**config.mk**
```make
export PLATFORM = sky130hd
export DESIGN_NAME = prrq_ctrl
export DESIGN_NICKNAME = d
export VERILOG_FILES = /design/src/hw/rtl/prrq_pkg.sv /design/src/hw/rtl/prrq_ctrl.sv
export SDC_FILE = /design/constraint.sdc
export NUM_CORES = 1
export LEC_CHECK = 0
export ABC_AREA = 1
export BUFFER_PORTS_ARGS = -buffer_cell sky130_fd_sc_hd__buf_2
export CAP_MARGIN = 0
export CORE_MARGIN = 10
export CORE_UTILIZATION = 38
export DETAILED_ROUTE_END_ITERATION = 8
export PLACE_DENSITY_LB_ADDON = 0.2
export SYNTH_ARGS = -nofsm -noshare
export SYNTH_HDL_FRONTEND = slang
export SYNTH_SLANG_ARGS = --single-unit
export TNS_END_PERCENT = 10
```
**constraint.sdc**
```tcl
create_clock -name clock -period 1.53 [get_ports clock]
set_input_delay 0.0765 -clock clock [delete_from_list [all_inputs] [get_ports clock]]
set_output_delay 0.0765 -clock clock [all_outputs]
set_load 0.1 [all_outputs]
```
**src/hw/rtl/prrq_pkg.sv**
```systemverilog
// Shared types, constants and codes of the priority round-robin ready queue.
`default_nettype none
package prrq_pkg;

   localparam int THREAD_SLOTS_DEF    = 64;
   localparam int PRIORITY_LEVELS_DEF = 256;
   localparam int CSR_IDX_W           = 2;
   localparam int CSR_DATA_W          = 15;
   localparam int SEARCH_WIDTH        = 8;
   localparam logic [14:0] TIMESLICE_RST = 15'd10;

   typedef enum logic [CSR_IDX_W-1:0] {
      CSR_IDLE_THREAD = 2'd0,
      CSR_IDLE_PRIO   = 2'd1,
      CSR_TIMESLICE   = 2'd2
   } csr_idx_type;

   typedef enum logic [3:0] {
      OP_INIT      = 4'd0,
      OP_ENQUEUE   = 4'd1,
      OP_DEQUEUE   = 4'd2,
      OP_TICK      = 4'd3,
      OP_ROTATE    = 4'd4,
      OP_SET_OWNER = 4'd5,
      OP_SAVE      = 4'd6,
      OP_EXHAUST   = 4'd7,
      OP_SET_TICKS = 4'd8
   } op_type;

   typedef struct packed {
      logic [3:0]         operation;
      logic [5:0]         thread;
      logic [7:0]         priority_req;
      logic signed [15:0] ticks;
   } req_type;

   typedef struct packed {
      logic [5:0]         next_thread;
      logic [7:0]         highest_priority;
      logic [5:0]         owner_thread;
      logic signed [15:0] ticks_remaining;
      logic               expired;
      logic               error;
   } rsp_type;

   // controller to datapath, one strobe per step
   typedef struct packed {
      logic ld_req;
      logic init;
      logic enq_meta;
      logic srch;
      logic enq_fol;
      logic enq_bwd;
      logic enq_lnk1;
      logic enq_lnk2;
      logic enq_self;
      logic deq_rd0;
      logic deq_rd1;
      logic deq_rd2;
      logic deq_cmt;
      logic tick;
      logic rot_rd0;
      logic rot_rd1;
      logic rot_wr;
      logic own_rd;
      logic own_ld;
      logic sav_rd;
      logic sav_wr;
      logic exhaust;
      logic set_ticks;
      logic flag_err;
      logic rsp_rd;
      logic rsp_go;
   } cmd_type;

   typedef struct packed {
      op_type op;
      logic   queued_t;
      logic   rot_ok;
      logic   srch_hit;
      logic   srch_end;
      logic   was_occ;
   } stat_type;

endpackage
`default_nettype wire

```
**src/hw/rtl/prrq_ctrl.sv**
```systemverilog
// Sequencer of the ready queue: steps each request through its table accesses.
`default_nettype none
module prrq_ctrl
   import prrq_pkg::*;
(
   input  wire logic     clock,
   input  wire logic     reset,
   input  wire logic     start,
   output logic          busy,
   input  wire stat_type stat,
   output cmd_type       cmd
);
   typedef enum logic [16:0] {
      S_IDLE     = 17'h00001,
      S_DECODE   = 17'h00002,
      S_SRCH     = 17'h00004,
      S_ENQ_FOL  = 17'h00008,
      S_ENQ_BWD  = 17'h00010,
      S_ENQ_LNK1 = 17'h00020,
      S_ENQ_LNK2 = 17'h00040,
      S_ENQ_SELF = 17'h00080,
      S_DEQ_RD1  = 17'h00100,
      S_DEQ_RD2  = 17'h00200,
      S_DEQ_CMT  = 17'h00400,
      S_ROT_RD1  = 17'h00800,
      S_ROT_WR   = 17'h01000,
      S_OWN_LD   = 17'h02000,
      S_SAV_WR   = 17'h04000,
      S_RSP_RD   = 17'h08000,
      S_RSP_GO   = 17'h10000
   } state_type;

   state_type state_ff, state_in;

   assign busy = (state_ff != S_IDLE);

   always_comb begin
      state_in = state_ff;
      cmd      = '0;
      case (state_ff)
         S_IDLE: begin
            if (start) begin
               cmd.ld_req = 1'b1;
               state_in   = S_DECODE;
            end
         end
         S_DECODE: begin
            state_in = S_RSP_RD;
            case (stat.op)
               OP_INIT: cmd.init = 1'b1;
               OP_ENQUEUE: begin
                  if (stat.queued_t) cmd.flag_err = 1'b1;
                  else begin
                     cmd.enq_meta = 1'b1;
                     state_in     = S_SRCH;
                  end
               end
               OP_DEQUEUE: begin
                  if (!stat.queued_t) cmd.flag_err = 1'b1;
                  else begin
                     cmd.deq_rd0 = 1'b1;
                     state_in    = S_DEQ_RD1;
                  end
               end
               OP_TICK: cmd.tick = 1'b1;
               OP_ROTATE: begin
                  if (stat.rot_ok) begin
                     cmd.rot_rd0 = 1'b1;
                     state_in    = S_ROT_RD1;
                  end
               end
               OP_SET_OWNER: begin
                  cmd.own_rd = 1'b1;
                  state_in   = S_OWN_LD;
               end
               OP_SAVE: begin
                  cmd.sav_rd = 1'b1;
                  state_in   = S_SAV_WR;
               end
               OP_EXHAUST:   cmd.exhaust   = 1'b1;
               OP_SET_TICKS: cmd.set_ticks = 1'b1;
               default: ;
            endcase
         end
         S_SRCH: begin
            cmd.srch = 1'b1;
            if (stat.srch_hit || (stat.srch_end && stat.was_occ)) state_in = S_ENQ_FOL;
            else if (stat.srch_end) state_in = S_ENQ_SELF;
         end
         S_ENQ_FOL: begin
            cmd.enq_fol = 1'b1;
            state_in    = S_ENQ_BWD;
         end
         S_ENQ_BWD: begin
            cmd.enq_bwd = 1'b1;
            state_in    = S_ENQ_LNK1;
         end
         S_ENQ_LNK1: begin
            cmd.enq_lnk1 = 1'b1;
            state_in     = S_ENQ_LNK2;
         end
         S_ENQ_LNK2: begin
            cmd.enq_lnk2 = 1'b1;
            state_in     = S_RSP_RD;
         end
         S_ENQ_SELF: begin
            cmd.enq_self = 1'b1;
            state_in     = S_RSP_RD;
         end
         S_DEQ_RD1: begin
            cmd.deq_rd1 = 1'b1;
            state_in    = S_DEQ_RD2;
         end
         S_DEQ_RD2: begin
            cmd.deq_rd2 = 1'b1;
            state_in    = S_DEQ_CMT;
         end
         S_DEQ_CMT: begin
            cmd.deq_cmt = 1'b1;
            state_in    = S_RSP_RD;
         end
         S_ROT_RD1: begin
            cmd.rot_rd1 = 1'b1;
            state_in    = S_ROT_WR;
         end
         S_ROT_WR: begin
            cmd.rot_wr = 1'b1;
            state_in   = S_RSP_RD;
         end
         S_OWN_LD: begin
            cmd.own_ld = 1'b1;
            state_in   = S_RSP_RD;
         end
         S_SAV_WR: begin
            cmd.sav_wr = 1'b1;
            state_in   = S_RSP_RD;
         end
         S_RSP_RD: begin
            cmd.rsp_rd = 1'b1;
            state_in   = S_RSP_GO;
         end
         S_RSP_GO: begin
            cmd.rsp_go = 1'b1;
            state_in   = S_IDLE;
         end
         default: state_in = S_IDLE;
      endcase
   end

   always_ff @(posedge clock) begin
      if (reset) state_ff <= S_IDLE;
      else       state_ff <= state_in;
   end
endmodule
`default_nettype wire

```
==> impl_metrics.toml <==
[run_status]
status = "finished with violations"
violations = "negative setup slack"

[cells_and_area]
area_growth_pct = 90.7
nFillCells = 253
final_layout_size_suffix_gt1_share_pct = 54.8
reg_top3 = "state_ff: 17 flops"
largest_reg_flops = 17
final-seq-area_um2 = 355
final_common_cell = "inv_1"
regMostFlops = "state_ff"
instances_no_fill = 318
final_core_util_pct = 75.0
n_antenna_cell = 0
layout_common_cells = "38 x inv_1, 27 x buf_12, 26 x buf_4"
multi_input_area_um2 = 1040
nets = 285
stdcell_area_um2 = 2500

[timing]
period_minus_slack_ns = 1.87
rsz0062_at_grt = "true"
setup_violations = 35
relSlewSlack_pct = 75.2
fin_ws_ns = -0.337
worst_slew_pin_slew_ns = 0.368
slew_violations = 0
skew_ns = 0.000545
worst_hold_slack_ns = 0.0699
max_freq_mhz = 536
hold_viol = 0
fin_tns_setup_ns = -5.80
period_share_pct = 122

[placement]
hpwl_mm = 3.11
placed_cells = 307
io_buffers = 38
placed_area_um2 = 2270
place_congestion = 0.808

[global_routing]
antenna_found_initial = 0
grt_start_max_net_pins = 10
track_usage_pct = 12.5
grt_pass1_wl_mm = 6.44
grt_overflow = 0
grt_pass1_vias = 1482

[floorplanning]
core-area_um2 = 3340
die_height_um = 78.8
start_util_pct = 39.3
die_width_um = 78.8
die-area_um2 = 6200
fp-row-count = 21
io_pins = 39

[detailed_routing]
drtPass1Iterations = 4
postRouteAntennaNets = 0
drtIter0Drc = 45
drc = 0
finalWirelength_mm = 3.92
routedWlPerCell_um = 12.3
vias = 1517
via_per_inst = 4.77

[cts]
cts_tree = "built"
clock-root-buffer = "clkbuf_4"
cts_buffers = 3
hold_buffers = 0
clk_pin_slew_ns = 0.09
clockBufferDepth = 2
cts_max_level = 1
insertion_delay_ns = 0.29
cts.sinks = 17

[synthesis]
syn_inst = 203
syn_area_um2 = 1310
yosys_warnings = 0
ys_seq_elements = 17
synth_cell_types = 26
synth_top_area_cell = "dfxtp_1"
synth_area_leaders = "dfxtp_1 26%, inv_1 14%, nand2_1 7.7%"
syn_nets = 215
synth.avg_cell_area_um2 = 6.47
ys_seq_area_share_pct = 25.9
yosysTopAreaCellShare_pct = 25.9

[worst_setup_path]
cp_data_required_time_ns = 1.45
cp.arrival_ns = 1.79
critical_path.max_fanout = 4
crit_type = "flip-flop to output pin"
crit_path_start_kind = "flip-flop"
critPathCaptureType = "output pin"
ff2ff_setup_slack_ns = -0.06

[power]
switching_share_pct = 42.5
power-per-cell-area_nw_per_um2 = 536
p_int_mw = 0.771
combPwrFrac_pct = 47.0
cellLeakagePower_nw = 1.17
ir_worst_vdd_v = 0.000691
switching_power_mw = 0.571
p_clk_share_pct = 18.1
power_frac_seq_pct = 34.9

[run]
cap_violations = 0

[worst_hold_path]
hp-class = "input port to flip-flop"
[cell families (layout without fill, tap and decap cells)]
group                  count (synthesis)  in the layout  share of synthesized area [%]
DFF                                   17             17                           25.9
buffers and inverters                 54            123                           15.6
and+or+nand+nor                      122            122                           54.3
AOI/OAI and AO/OA                     10             10                           4.10
[power groups by stage]
stage          sequential [mW]  clock, mW  combinational (mW)
2_1_floorplan            0.474          0               0.388
3_3_place_gp             0.471          0               0.557
3_5_place_dp             0.472          0               0.563
4_1_cts                  0.464      0.247               0.596
5_1_grt                  0.470      0.269               0.673
6_report                 0.469      0.243               0.630
[final cells by class]
cell class | instances | area share, %
multi-input cells | 132 | 41.6
repair buffers | 66 | 32.5
flip-flops and latches | 17 | 14.2
inverters | 53 | 8.35
well taps | 46 | 2.30
clock buffers | 4 | 1.05
[per-stage QoR]
stage          setup slack [ns]  power, mW
2_1_floorplan            -0.685      0.862
5_1_grt                  -0.417       1.41
3_3_place_gp             0.0165       1.03
4_1_cts                  -0.308       1.31
6_report                 -0.337       1.34
3_5_place_dp            0.00156       1.03
[layer usage]
metal,routed length [um],track usage [%],vias to the layer above
li1,-,-,777
met1,1590,13.4,692
met2,1950,22.2,39
met3,270,3.94,9
met4,101,4.84,0
met5,0,0,-
[worst max-delay path, cell delays in order, from the launching register on]
cell     delay [ns]
dfxtp_2        0.35
nor2_4         0.12
nand2_2        0.09
inv_2          0.07
nand2_2        0.06
nor2_4         0.15
inv_4          0.08
nor4_4         0.35
buf_12         0.22
[cells in the mapped netlist, drive strengths merged]
| library cell | count |
|---|---|
| nor4 | 12 |
| clkinv | 1 |
| dfxtp | 17 |
| nor3 | 17 |
| nand3b | 1 |
| nand2 | 32 |
| nand4 | 2 |
| inv | 52 |
| a21oi | 4 |
| nand3 | 19 |
| o21ai | 6 |
| buf | 1 |
| nor2 | 39 |
[path summary, 6_finish.rpt]
kind	from	end	cells past startpoint
worst min register to register	state_ff[3]	state_ff[3]	3
worst min-delay path	reset	state_ff[4]	2
worst max-delay path	state_ff[1]	cmd[20]	8
worst max register to register	state_ff[11]	state_ff[10]	12
[repair_timing]
action	4_1_cts	5_1_grt
endpoints found under the setup margin	28	36
pin swaps	9	11
gates cloned	0	0
gates resized for setup	28	28
buffers inserted	4	3
Note: power is estimated with default switching activity, not from simulation.
